$ cat config.mk
export PLATFORM = sky130hd
export DESIGN_NAME = button_trigger_scheduler_core
export DESIGN_NICKNAME = d
export VERILOG_FILES = /design/src/rtl/btsch_pkg.sv /design/src/rtl/btsch_cfg.sv /design/src/rtl/btsch_step.sv /design/src/rtl/button_trigger_scheduler_core.sv
export VERILOG_INCLUDE_DIRS = /design/src /design/src/rtl
export SDC_FILE = /design/constraint.sdc
export NUM_CORES = 1
export LEC_CHECK = 0
export BUFFER_PORTS_ARGS = -buffer_cell sky130_fd_sc_hd__buf_2
export CORE_MARGIN = 4
export CORE_UTILIZATION = 40
export CTS_CLUSTER_DIAMETER = 150
export DETAILED_ROUTE_END_ITERATION = 10
export GPL_TIMING_DRIVEN = 0
export HOLD_SLACK_MARGIN = 0.08
export PLACE_DENSITY = 0.66
export SETUP_SLACK_MARGIN = 0.5
export SYNTH_ARGS = -nofsm -noshare
export SYNTH_HDL_FRONTEND = slang
export SYNTH_SLANG_ARGS = --single-unit
export TNS_END_PERCENT = 50
$ cat constraint.sdc
create_clock -name clk -period 3.99 [get_ports clk]
set_input_delay 0.1995 -clock clk [delete_from_list [all_inputs] [get_ports clk]]
set_output_delay 0.1995 -clock clk [all_outputs]
set_load 0.01 [all_outputs]
$ cat src/rtl/assert_macros.svh
// ---------------------------------------------------------------------------
// Assertion macros
// Shared concurrent assertion forms used by the RTL.
// ---------------------------------------------------------------------------
`ifndef ASSERT_MACROS_SVH
`define ASSERT_MACROS_SVH

// Same-cycle implication, disabled while reset is asserted.
`define ASSERT_IMP(label, clk, rst_n, ante, cons, msg) \
    label: assert property (@(posedge clk) disable iff (!rst_n) (ante) |-> (cons)) \
        else $error(msg);

// Next-cycle implication, disabled while reset is asserted.
`define ASSERT_NXT(label, clk, rst_n, ante, cons, msg) \
    label: assert property (@(posedge clk) disable iff (!rst_n) (ante) |=> (cons)) \
        else $error(msg);

`endif

$ cat src/rtl/btsch_pkg.sv
// ---------------------------------------------------------------------------
// Button trigger scheduler package
// Sizes, codes, shared types and the button group lookup.
// ---------------------------------------------------------------------------
`default_nettype none

package btsch_pkg;

    localparam int NUM_SLOTS   = 8;
    localparam int NUM_BUTTONS = 8;
    localparam int NUM_GROUPS  = 8;

    localparam int SLOT_W   = 3;
    localparam int BTN_W    = 3;
    localparam int ACTION_W = 2;
    localparam int CFG_IDX_W = 2;
    localparam int CFG_DATA_W = 32;

    // Trigger modes held two bits per slot.
    localparam logic [1:0] MODE_PRESSED  = 2'd0;
    localparam logic [1:0] MODE_HELD     = 2'd1;
    localparam logic [1:0] MODE_RELEASED = 2'd2;
    localparam logic [1:0] MODE_TOGGLED  = 2'd3;

    // Action codes on the result.
    localparam logic [ACTION_W-1:0] ACT_NONE   = 2'd0;
    localparam logic [ACTION_W-1:0] ACT_START  = 2'd1;
    localparam logic [ACTION_W-1:0] ACT_CANCEL = 2'd2;

    // Configuration register indexes.
    localparam logic [CFG_IDX_W-1:0] CFG_SLOT_MODES = 2'd0;
    localparam logic [CFG_IDX_W-1:0] CFG_SLOT_MAP   = 2'd1;
    localparam logic [CFG_IDX_W-1:0] CFG_GROUPS     = 2'd2;

    typedef struct packed {
        logic [15:0] slot_modes;
        logic [23:0] slot_button_map;
        logic [31:0] button_groups;
    } btsch_cfg_t;

    typedef struct packed {
        logic       valid;
        logic [2:0] id;
    } btsch_grp_t;

    // Group membership of button b; buttons without a nibble are in no group.
    function automatic btsch_grp_t grp_of(input logic [31:0] groups, input int b);
        logic [31:0] sh;
        btsch_grp_t  g;
        sh      = groups >> (4 * b);
        g.id    = sh[2:0];
        g.valid = sh[3] && (int'(sh[2:0]) < NUM_GROUPS) && (b < 8);
        return g;
    endfunction

endpackage

`default_nettype wire

$ cat src/rtl/btsch_cfg.sv
// ---------------------------------------------------------------------------
// Configuration registers
// Holds slot modes, slot to button map and button groups.
// ---------------------------------------------------------------------------
`default_nettype none

module btsch_cfg (
    input  wire logic                            clk,
    input  wire logic                            rst_n,
    input  wire logic                            cfg_valid,
    input  wire logic [btsch_pkg::CFG_IDX_W-1:0] cfg_index,
    input  wire logic [btsch_pkg::CFG_DATA_W-1:0] cfg_data,
    output btsch_pkg::btsch_cfg_t                cfg
);
    import btsch_pkg::*;

    btsch_cfg_t cfg_reg;

    // Register writes; an index past the list is dropped.
    always_ff @(posedge clk or negedge rst_n)
    begin
        if (!rst_n)
        begin
            cfg_reg <= '0;
        end
        else if (cfg_valid)
        begin
            unique case (cfg_index)
                CFG_SLOT_MODES: cfg_reg.slot_modes      <= cfg_data[15:0];
                CFG_SLOT_MAP:   cfg_reg.slot_button_map <= cfg_data[23:0];
                CFG_GROUPS:     cfg_reg.button_groups   <= cfg_data;
                default:        cfg_reg                 <= cfg_reg;
            endcase
        end
    end

    assign cfg = cfg_reg;

endmodule

`default_nettype wire

$ cat src/rtl/btsch_step.sv
// ---------------------------------------------------------------------------
// Trigger evaluation
// Edge detection, mode decode, toggle bits with group clear, and the
// per-slot last level and per-button toggle state.
// ---------------------------------------------------------------------------
`default_nettype none

module btsch_step (
    input  wire logic                              clk,
    input  wire logic                              rst_n,
    input  wire logic                              fire,
    input  wire logic [btsch_pkg::SLOT_W-1:0]      slot,
    input  wire logic                              level,
    input  btsch_pkg::btsch_cfg_t                  cfg,
    output logic      [btsch_pkg::ACTION_W-1:0]    action,
    output logic                                   toggle_on
);
    import btsch_pkg::*;

    logic [NUM_SLOTS-1:0]   last_reg;
    logic [NUM_SLOTS-1:0]   last_next;
    logic [NUM_BUTTONS-1:0] tog_reg;
    logic [NUM_BUTTONS-1:0] tog_next;

    logic [NUM_SLOTS-1:0]   slot_sel;
    logic [NUM_BUTTONS-1:0] btn_sel;
    logic [15:0]            mode_sh;
    logic [23:0]            map_sh;
    logic [1:0]             mode;
    logic [BTN_W-1:0]       btn;
    logic                   ok;
    logic                   prev;
    logic                   cur_tog;
    logic                   new_tog;
    logic                   rise;
    btsch_grp_t             my_grp;
    btsch_grp_t             oth_grp;
    logic [ACTION_W-1:0]    act;

    // Decode the slot's mode and button, then evaluate one step.
    always_comb
    begin
        mode_sh = cfg.slot_modes >> (2 * int'(slot));
        map_sh  = cfg.slot_button_map >> (3 * int'(slot));
        mode    = mode_sh[1:0];
        btn     = map_sh[BTN_W-1:0];
        ok      = (int'(slot) < NUM_SLOTS) && (int'(btn) < NUM_BUTTONS);

        for (int s = 0; s < NUM_SLOTS; s++)
        begin
            slot_sel[s] = (int'(slot) == s);
        end
        for (int b = 0; b < NUM_BUTTONS; b++)
        begin
            btn_sel[b] = (int'(btn) == b);
        end

        prev    = |(last_reg & slot_sel);
        cur_tog = |(tog_reg & btn_sel);
        rise    = level && !prev;
        my_grp  = grp_of(cfg.button_groups, int'(btn));
        oth_grp = '0;

        tog_next = tog_reg;
        act      = ACT_NONE;

        unique case (mode)
            MODE_PRESSED:
            begin
                if (rise)
                begin
                    act = ACT_START;
                end
            end
            MODE_HELD:
            begin
                if (level)
                begin
                    act = ACT_START;
                end
                else if (prev)
                begin
                    act = ACT_CANCEL;
                end
            end
            MODE_RELEASED:
            begin
                if (!level && prev)
                begin
                    act = ACT_START;
                end
            end
            MODE_TOGGLED:
            begin
                if (rise)
                begin
                    tog_next = tog_reg ^ btn_sel;
                    // Turning on clears the other members of the button's group.
                    if (!cur_tog && my_grp.valid)
                    begin
                        for (int b = 0; b < NUM_BUTTONS; b++)
                        begin
                            oth_grp = grp_of(cfg.button_groups, b);
                            if (!btn_sel[b] && oth_grp.valid && (oth_grp.id == my_grp.id))
                            begin
                                tog_next[b] = 1'b0;
                            end
                        end
                    end
                end
                if (|(tog_next & btn_sel))
                begin
                    act = ACT_START;
                end
            end
            default:
            begin
                act = ACT_NONE;
            end
        endcase

        // Out-of-range slot or button leaves all state alone.
        if (!ok)
        begin
            tog_next = tog_reg;
            act      = ACT_NONE;
        end
        new_tog = ok && |(tog_next & btn_sel);

        if (ok)
        begin
            last_next = (last_reg & ~slot_sel) | (slot_sel & {NUM_SLOTS{level}});
        end
        else
        begin
            last_next = last_reg;
        end
    end

    assign action    = act;
    assign toggle_on = new_tog;

    // State advances only when the evaluated item moves to the result register.
    always_ff @(posedge clk or negedge rst_n)
    begin
        if (!rst_n)
        begin
            last_reg <= '0;
            tog_reg  <= '0;
        end
        else if (fire)
        begin
            last_reg <= last_next;
            tog_reg  <= tog_next;
        end
    end

endmodule

`default_nettype wire

$ cat src/rtl/button_trigger_scheduler_core.sv
// Flow: an accepted request waits in the input register until the result
// register is free, then moves to the result register, held there until taken.
// Throughput: one request per cycle unless the output stalls; the trigger logic sits
// between the input register and the result register, and state updates as each request leaves.
// Reset: rst_n asynchronously clears configuration, last levels (released),
// toggle bits (off) and both valid flags; no clearing pass is needed.
// ---------------------------------------------------------------------------
// Button trigger scheduler core
// Input register, trigger evaluation, result register and configuration port.
// ---------------------------------------------------------------------------
`default_nettype none

module button_trigger_scheduler_core (
    input  wire logic                              clk,
    input  wire logic                              rst_n,
    input  wire logic                              in_valid,
    output logic                                   in_stall,
    input  wire logic [btsch_pkg::SLOT_W-1:0]      slot_index,
    input  wire logic                              button_level,
    output logic                                   out_valid,
    input  wire logic                              out_stall,
    output logic      [btsch_pkg::SLOT_W-1:0]      slot_echo,
    output logic      [btsch_pkg::ACTION_W-1:0]    action,
    output logic                                   toggle_on,
    input  wire logic                              cfg_valid,
    output logic                                   cfg_ready,
    input  wire logic [btsch_pkg::CFG_IDX_W-1:0]   cfg_index,
    input  wire logic [btsch_pkg::CFG_DATA_W-1:0]  cfg_data
);
    import btsch_pkg::*;

    btsch_cfg_t          cfg;
    logic                in_vld_reg;
    logic [SLOT_W-1:0]   in_slot_reg;
    logic                in_level_reg;
    logic                out_vld_reg;
    logic [SLOT_W-1:0]   out_slot_reg;
    logic [ACTION_W-1:0] out_act_reg;
    logic                out_tog_reg;
    logic                out_free;
    logic                fire;
    logic                in_take;
    logic [ACTION_W-1:0] step_act;
    logic                step_tog;

    // Configuration is always writable.
    assign cfg_ready = 1'b1;

    btsch_cfg u_cfg (
        .clk       (clk),
        .rst_n     (rst_n),
        .cfg_valid (cfg_valid),
        .cfg_index (cfg_index),
        .cfg_data  (cfg_data),
        .cfg       (cfg)
    );

    // Pipeline flow control.
    assign out_free = !out_vld_reg || !out_stall;
    assign fire     = in_vld_reg && out_free;
    assign in_stall = in_vld_reg && !out_free;
    assign in_take  = in_valid && !in_stall;

    // Input register.
    always_ff @(posedge clk or negedge rst_n)
    begin
        if (!rst_n)
        begin
            in_vld_reg <= 1'b0;
        end
        else if (in_take)
        begin
            in_vld_reg <= 1'b1;
        end
        else if (fire)
        begin
            in_vld_reg <= 1'b0;
        end
    end

    always_ff @(posedge clk)
    begin
        if (in_take)
        begin
            in_slot_reg  <= slot_index;
            in_level_reg <= button_level;
        end
    end

    btsch_step u_step (
        .clk       (clk),
        .rst_n     (rst_n),
        .fire      (fire),
        .slot      (in_slot_reg),
        .level     (in_level_reg),
        .cfg       (cfg),
        .action    (step_act),
        .toggle_on (step_tog)
    );

    // Result register.
    always_ff @(posedge clk or negedge rst_n)
    begin
        if (!rst_n)
        begin
            out_vld_reg <= 1'b0;
        end
        else if (out_free)
        begin
            out_vld_reg <= fire;
        end
    end

    always_ff @(posedge clk)
    begin
        if (fire)
        begin
            out_slot_reg <= in_slot_reg;
            out_act_reg  <= step_act;
            out_tog_reg  <= step_tog;
        end
    end

    assign out_valid = out_vld_reg;
    assign slot_echo = out_slot_reg;
    assign action    = out_act_reg;
    assign toggle_on = out_tog_reg;

    // Checks on the pipeline control.
    `include "assert_macros.svh"

    `ASSERT_IMP(a_stall_has_item, clk, rst_n, in_stall, in_vld_reg, "stall without held request")
    `ASSERT_NXT(a_fire_gives_result, clk, rst_n, fire, out_vld_reg, "evaluated request lost")
    `ASSERT_NXT(a_held_item_kept, clk, rst_n, in_vld_reg && !fire, in_vld_reg, "held request dropped")

endmodule

`default_nettype wire
==> run summary, run 1 <==
Reg-to-reg startpoint: in_slot_reg[0]
DP Wirelength: 9670 µm
Routability cong.: 0.887
Area contributors post-synth: dfrtp_1 41%, mux2_2 16%, mux2i_1 7.5%
Unique masters post-synth: 57
Placed cells: 670
Largest register FFs: 72
Setup CP Type: flip-flop to flip-flop
Final wirelength: 13300 µm
CP arrival: 3700 ps
Area after DPL: 5970 µm²
Syn Nets: 494
DRC viols: 0
Synth-to-layout area growth: 23.7%
CP max FO: 6
Critical Path, Cell by Cell: buf_12 > mux4_2 > mux2i_4 > buf_6 > buf_12 > nand2b_4 > nor2_4 > ha_2 > or4_4 > nor2_4 > o2111ai_4 > a2111oi_4 > o22ai_1
Number of synthesized flops with an enable pin: 10
Non-filler cells, final: 722
Worst Hold Endpoint: u_cfg.cfg[27]
Async SR Flop Fraction: 90.0%
Vias: 3887
Cell area after synthesis: 5470 µm²
Syn Area/Cell: 12.3 µm²
Worst-skew pair later-pin latency: 340 ps
Switch share: 34.3%
Register bit total from synthesis: 100
# port buffers: 50
Peak VDD IR: 0.401 mV
Internal: 0.00238 W
Die area: 15600 µm²
Gr usage total: 17.1%
Initial DRC count: 138
Final hold vios: 0
Number of H-tree levels: 3
Gr ovfl total: 0
Clock power share: 21.9%
Tmin final: 3490 ps
Fin crit share: 87.5%
Min-delay worst type: input port to flip-flop
Vias in the first global route: 4059
Wire per inst: 18.5 µm
FF-to-FF setup slack: 500 ps
Slew Limit Fails: 0
CORE AREA: 13300 µm²
F_max: 287 MHz
Vias per cell: 5.38
Crit path launch type: flip-flop
Delay-heaviest family, CP: simple AND/OR/NAND/NOR gates
Clk slew on worst S/H paths: 70 ps
Logic gate share of total power: 39.6%
Worst r2r path cells: 13
Ys Warns: 0
Critical Path Slowest Stage Cell: or4_4
Final Skew: 6.79 ps
Worst-margin pin slew: 1120 ps
First-pass GRT wire length: 21300 µm
Antenna-violating nets left: 0
Status: finished, final reports clean
CTS buffer count: 9
R2R Path End: u_step.tog_reg[1]
Hold Path Depth: 2
Slew Limit Headroom: 25.4%
Util after Layout: 50.9%
CP Buf/Inv Count: 3
Nets: 592
Overall die width: 125 µm
Leading area contributor after synthesis: dfrtp_1
Top cell type's share of synthesized area: 41.2%
Post-synth top flop: dfrtp_1
Reg power frac: 38.5%
Mapped Cells: 443
Io pins: 52
Layout cells sized above 1: 39.9%
Crit path capture type: flip-flop
Design area: 6770 µm²
CTS max path bufs: 2
Static Leakage: 2.88 nW
Clock sink count: 100
Max Cap Viol: 0
Worst EP required: 4210 ps
# diodes: 0
Starting Density: 41.1%
Net switching power: 0.00124 W
Cell chosen for the clock root: clkbuf_16
Largest stage delay on the critical path: 550 ps
Power Density: 536 nW/µm²
HP Start: cfg_data[27]
Pin count of the biggest net entering global routing: 63
RSZ-0062 raised after global routing: yes
Initial antenna violation count: 0
Setup-failing EPs final: 0
Sequential area share after synthesis: 46.7%
TritonRoute pass-1 iters: 5
Site row count: 42
CTS tree: yes
Die span in y: 125 µm
-- layout by cell type (no fill, tap or decap), types with 4 or more instances in the layout --
cell type / Yosys / layout
xnor2_1: 25 / 25
nand2_1: 27 / 25
buf_2: 7 / 50
buf_4: 3 / 28
nand2b_1: 5 / 4
nor2_4: 0 / 4
clkbuf_1: 9 / 11
nor3_1: 7 / 5
nor3b_1: 5 / 5
edfxtp_1: 10 / 10
and2_1: 4 / 4
mux2_2: 78 / 78
buf_6: 1 / 8
o21ai_0: 8 / 8
mux2i_1: 41 / 41
clkbuf_16: 0 / 9
dfrtp_1: 90 / 90
nand3b_1: 5 / 5
nor2_1: 18 / 14
mux4_2: 5 / 8
a21oi_1: 12 / 12
nand3_1: 9 / 8
o211ai_1: 4 / 4
ha_1: 8 / 6
inv_1: 6 / 5
mux2i_4: 4 / 5
dlygate4sd3_1: 0 / 8
-- cell type report --
cell class              instances  area, µm²
fillers                      1175       6530
inverters                       7       30.0
flip-flops and latches        100       2550
multi-input cells             313       2920
clock buffers                  12        236
clock inverters                 4       25.0
well taps                     176        220
plain buffers                  23        174
repair buffers                 87        607
-- synthesized netlist by cell type, types with 5 or more instances --
cell      number
ha_1           8
nand3b_1       5
o21ai_0        8
nand2_1       27
mux4_2         5
mux2i_1       41
nand2b_1       5
nand3_1        9
mux2_2        78
xnor2_1       25
edfxtp_1      10
nor3_1         7
clkbuf_1       9
dfrtp_1       90
inv_1          6
a21oi_1       12
buf_2          7
nor3b_1        5
nor2_1        18
-- through the flow --
| step | setup TNS [ps] | power [W] | hold slack (ps) | setup slack [ps] |
|---|---|---|---|---|
| after global routing | 0 | 0.00384 | 94.2 | 393 |
| after floorplan | 0 | 0.00228 | -96.1 | 550 |
| after global placement | -1820 | 0.00257 | 377 | -328 |
| after CTS | 0 | 0.00347 | 80.3 | 450 |
| after detailed placement | -1640 | 0.00260 | 162 | -330 |
| final | 0 | 0.00363 | 83.0 | 501 |
-- how the worst max path moves through the flow --
stage	depth (start not counted)	startpoint	slack, ps	endpoint
global route	13	in_slot_reg[0]	390	u_step.tog_reg[1]
finish	13	in_slot_reg[0]	500	u_step.tog_reg[1]
global placement	14	in_slot_reg[1]	-330	u_step.tog_reg[1]
detailed placement	14	in_slot_reg[1]	-330	u_step.tog_reg[1]
floorplan	14	in_slot_reg[1]	550	u_step.tog_reg[1]
CTS	12	in_slot_reg[0]	450	u_step.tog_reg[1]
-- logic make-up (layout without fill, tap and decap cells) --
logic type	count (synthesis)	in the layout	share of synthesized area (%)
mux	132	132	29.0
flops	100	100	46.7
simple gates	97	97	9.19
compound gates	48	48	6.20
buf+inv	30	133	2.77
xor+xnor	27	27	4.32
fa+ha+maj	8	8	1.83
other cells	1	1	0.0686
-- power by group through the flow --
stage,sequential [W],clock (W),combinational (W)
after floorplan,0.00136,0,0.000924
after global placement,0.00140,0,0.00117
after detailed placement,0.00141,0,0.00119
after CTS,0.00139,0.000814,0.00127
after global routing,0.00142,0.000863,0.00155
final,0.00140,0.000795,0.00144
-- layer usage --
metal | track usage (%) | routed length, µm | up-vias
met4 | 4.08 | 145 | 0
met3 | 3.54 | 448 | 11
met2 | 29.9 | 6920 | 76
li1 | - | - | 1830
met1 | 21.9 | 5810 | 1970
met5 | 0 | 0 | -
-- what timing repair did --
action,in CTS,in global routing
endpoints found under the setup margin,10,9
pin swaps,3,14
hold buffers,8,0
gates resized for setup,21,32
buffers inserted,10,18
endpoints found under the hold margin,35,0
No activity file was read; power rests on OpenSTA's default activity.
==> inputs of run 2 (changes only) <==
- ABC_AREA: unset -> 1
- CAP_MARGIN: unset -> 10
- PLACE_DENSITY: 0.66 -> 0.65
- SLEW_MARGIN: unset -> 0
==> run 2 against run 1 <==
Worst hold slack gained 12 ps. Synthesized cell count grew 79%. Highest routed layer unchanged. Core utilization grew 0.63 points. Critical path type unchanged.
==> run summary, run 2 <==
Most common cell in the netlist: nand2_1
Total negative slack: 0 ps
Pin count of the biggest net entering global routing: 72
Min-delay worst type: input port to flip-flop
CTS tree: yes
Internal: 0.00224 W
Delay-heaviest family, CP: simple AND/OR/NAND/NOR gates
Sequential area share after synthesis: 43.9%
CP max FO: 8
Clock power share: 25.7%
Site row count: 43
Antenna-violating nets left: 0
R2R Path End: toggle_on
Crit path capture type: flip-flop
Switch share: 37.1%
Worst-margin pin slew: 800 ps
Non-filler cells, final: 1082
Number of synthesized flops with an enable pin: 10
Syn Area/Cell: 7.33 µm²
Layout cells sized above 1: 20.8%
RSZ-0062 raised after global routing: yes
Logic gate share of total power: 35.4%
Nets: 948
Leading area contributor after synthesis: dfrtp_1
Vias in the first global route: 5125
Vias: 5489
DR top layer: met4
Peak VDD IR: 0.293 mV
Post-Route M1 WL: 7290 µm
Unique masters post-synth: 38
Power, Total: 0.00356 W
Final Skew: 8.43 ps
Final worst setup slack: 454 ps
Initial antenna violation count: 0
CP Buf/Inv Count: 5
Clock sink count: 100
DP Wirelength: 11400 µm
Gr usage total: 19.9%
Slew Limit Headroom: 46.1%
Area after DPL: 6320 µm²
Setup CP Type: flip-flop to flip-flop
Overall die width: 129 µm
CP arrival: 3640 ps
CP most frequent cell: nand2_1
Die area: 16500 µm²
Synth-to-layout area growth: 24.5%
CTS buffer count: 9
Placed cells: 1024
Mapped Cells: 793
Commonest cells post-synth: 254 x nand2_1, 100 x inv_1, 90 x dfrtp_1, 86 x o21ai_0, 71 x nand3_1
Critical Path Slowest Stage Cell: edfxtp_1
Net switching power: 0.00132 W
Largest register FFs: 72
Design area: 7240 µm²
Tmin final: 3540 ps
Commonest non-fill, non-tap cell in the layout: nand2_1
Setup-failing EPs final: 0
Clk slew on worst S/H paths: 70 ps
TritonRoute pass-1 iters: 5
Post-synth top flop: dfrtp_1
Slew Limit Fails: 0
Largest stage delay on the critical path: 530 ps
# fillers: 1341
Area contributors post-synth: dfrtp_1 39%, nand2_1 16%, o21ai_0 7.4%
Worst Hold Endpoint: u_cfg.cfg[24]
Max Cap Viol: 0
Top cell type's share of synthesized area: 38.8%
Final wirelength: 16100 µm
DRC viols: 0
CORE AREA: 14000 µm²
Syn Nets: 844
# port buffers: 50
Final hold vios: 0
First-pass GRT wire length: 26100 µm
Worst Setup SP: in_slot_reg[1]
Async SR Flop Fraction: 90.0%
DR WL met2: 7490 µm
DR WL met3: 764 µm
Worst-skew pair later-pin latency: 350 ps
Hold Path Depth: 3
F_max: 283 MHz
# diodes: 0
Critical Path, Cell by Cell: inv_2 > nor2_4 > buf_8 > a21oi_4 > nand3_2 > nand2_4 > clkinv_8 > nand3_4 > inv_2 > ha_4 > nor4_4 > and2_1 > buf_6 > nand4_1 > nor2_1 > nand2_1 > nand2_1 > nand3_1 > o21ai_1 > o21ai_1 > nor2_1 > nand2_1
Reg-to-reg startpoint: in_slot_reg[1]
Worst r2r path cells: 22
Fin crit share: 88.6%
Reg power frac: 38.9%
FF-to-FF setup slack: 450 ps
Routability cong.: 0.822
Power Density: 492 nW/µm²
Wire per inst: 14.9 µm
CTS max path bufs: 2
Setup WS pre-CTS: 137 ps
Commonest non-fill, non-tap cells in the layout: 250 x nand2_1, 91 x inv_1, 90 x dfrtp_1
Status: finished, final reports clean
HP Start: cfg_data[24]
Die span in y: 129 µm
Gr ovfl total: 0
Initial DRC count: 431
Ys Warns: 0
Register bit total from synthesis: 100
Number of H-tree levels: 3
Worst EP required: 4090 ps
Static Leakage: 3.74 nW
Starting Density: 41.4%
Cell area after synthesis: 5810 µm²
Crit path launch type: flip-flop
Io pins: 52
Cell chosen for the clock root: clkbuf_16
Vias per cell: 5.07
-- run 2: layout make-up --
type                       count  area, µm²  share of cell area, %
multi-input combinational    556       2910                   40.2
sequential                   100       2550                   35.3
timing repair buffer          93        622                   8.59
inverter                     106        415                   5.74
clock buffer                  11        243                   3.35
tap                          180        225                   3.11
buffer                        31        206                   2.85
clock inverter                 5       66.3                  0.916
-- run 2: per-layer routing --
layer / track usage (%) / vias to the layer above
met5: 0 / -
met4: 6.36 / 0
met3: 4.11 / 40
met2: 31.5 / 145
met1: 27.4 / 2548
li1: - / 2756
-- run 2: logic make-up (layout without fill, tap and decap cells) --
group / count (synthesis) / after routing / synth area share (%)
AND/OR/NAND/NOR: 422 / 422 / 32.9
buffers and inverters: 137 / 246 / 9.80
AO/OA/AOI/OAI: 124 / 124 / 11.4
flip-flops: 100 / 100 / 43.9
adder cells (fa/ha/maj): 8 / 8 / 1.72
other: 1 / 1 / 0.0645
multiplexers: 1 / 1 / 0.194
-- run 2: power groups by stage --
stage          clock network, W  logic (W)  registers [W]
2_1_floorplan                 0   0.000814        0.00135
3_3_place_gp                  0    0.00105        0.00139
3_5_place_dp                  0    0.00107        0.00139
4_1_cts                0.000935    0.00112        0.00137
5_1_grt                0.000975    0.00144        0.00141
6_report               0.000914    0.00126        0.00138
-- run 2: through the flow --
step / hold WS (ps) / util [%]
6_report: 95.2 / 51.5
3_5_place_dp: 121 / 45.0
3_3_place_gp: 384 / 44.8
4_1_cts: 83.1 / 48.6
5_1_grt: 102 / 51.5
2_1_floorplan: -96.1 / -
-- run 2: what timing repair did --
item | in CTS | in global routing
hold buffers | 6 | 0
gates cloned | 1 | 0
buffers inserted | 10 | 25
gates resized for setup | 14 | 59
endpoints found under the hold margin | 24 | 0
endpoints found under the setup margin | 10 | 5
pin swaps | 7 | 17
-- run 2: how the worst max path moves through the flow --
stage	end	slack (ps)	cells after the start
after floorplan	action[0]	870	24
after global placement	toggle_on	170	22
after detailed placement	toggle_on	140	22
after CTS	toggle_on	500	23
after global routing	toggle_on	210	23
final	toggle_on	450	22
-- run 2: worst reg2reg max path: stages, from the launching register on --
cell and delay, ps:
edfxtp_1 530, inv_2 210, nor2_4 70, buf_8 130
a21oi_4 120, nand3_2 120, nand2_4 160, clkinv_8 100
nand3_4 90, inv_2 60, ha_4 160, nor4_4 290
and2_1 180, buf_6 130, nand4_1 140, nor2_1 120
nand2_1 60, nand2_1 100, nand3_1 80, o21ai_1 110
o21ai_1 80, nor2_1 160, nand2_1 80
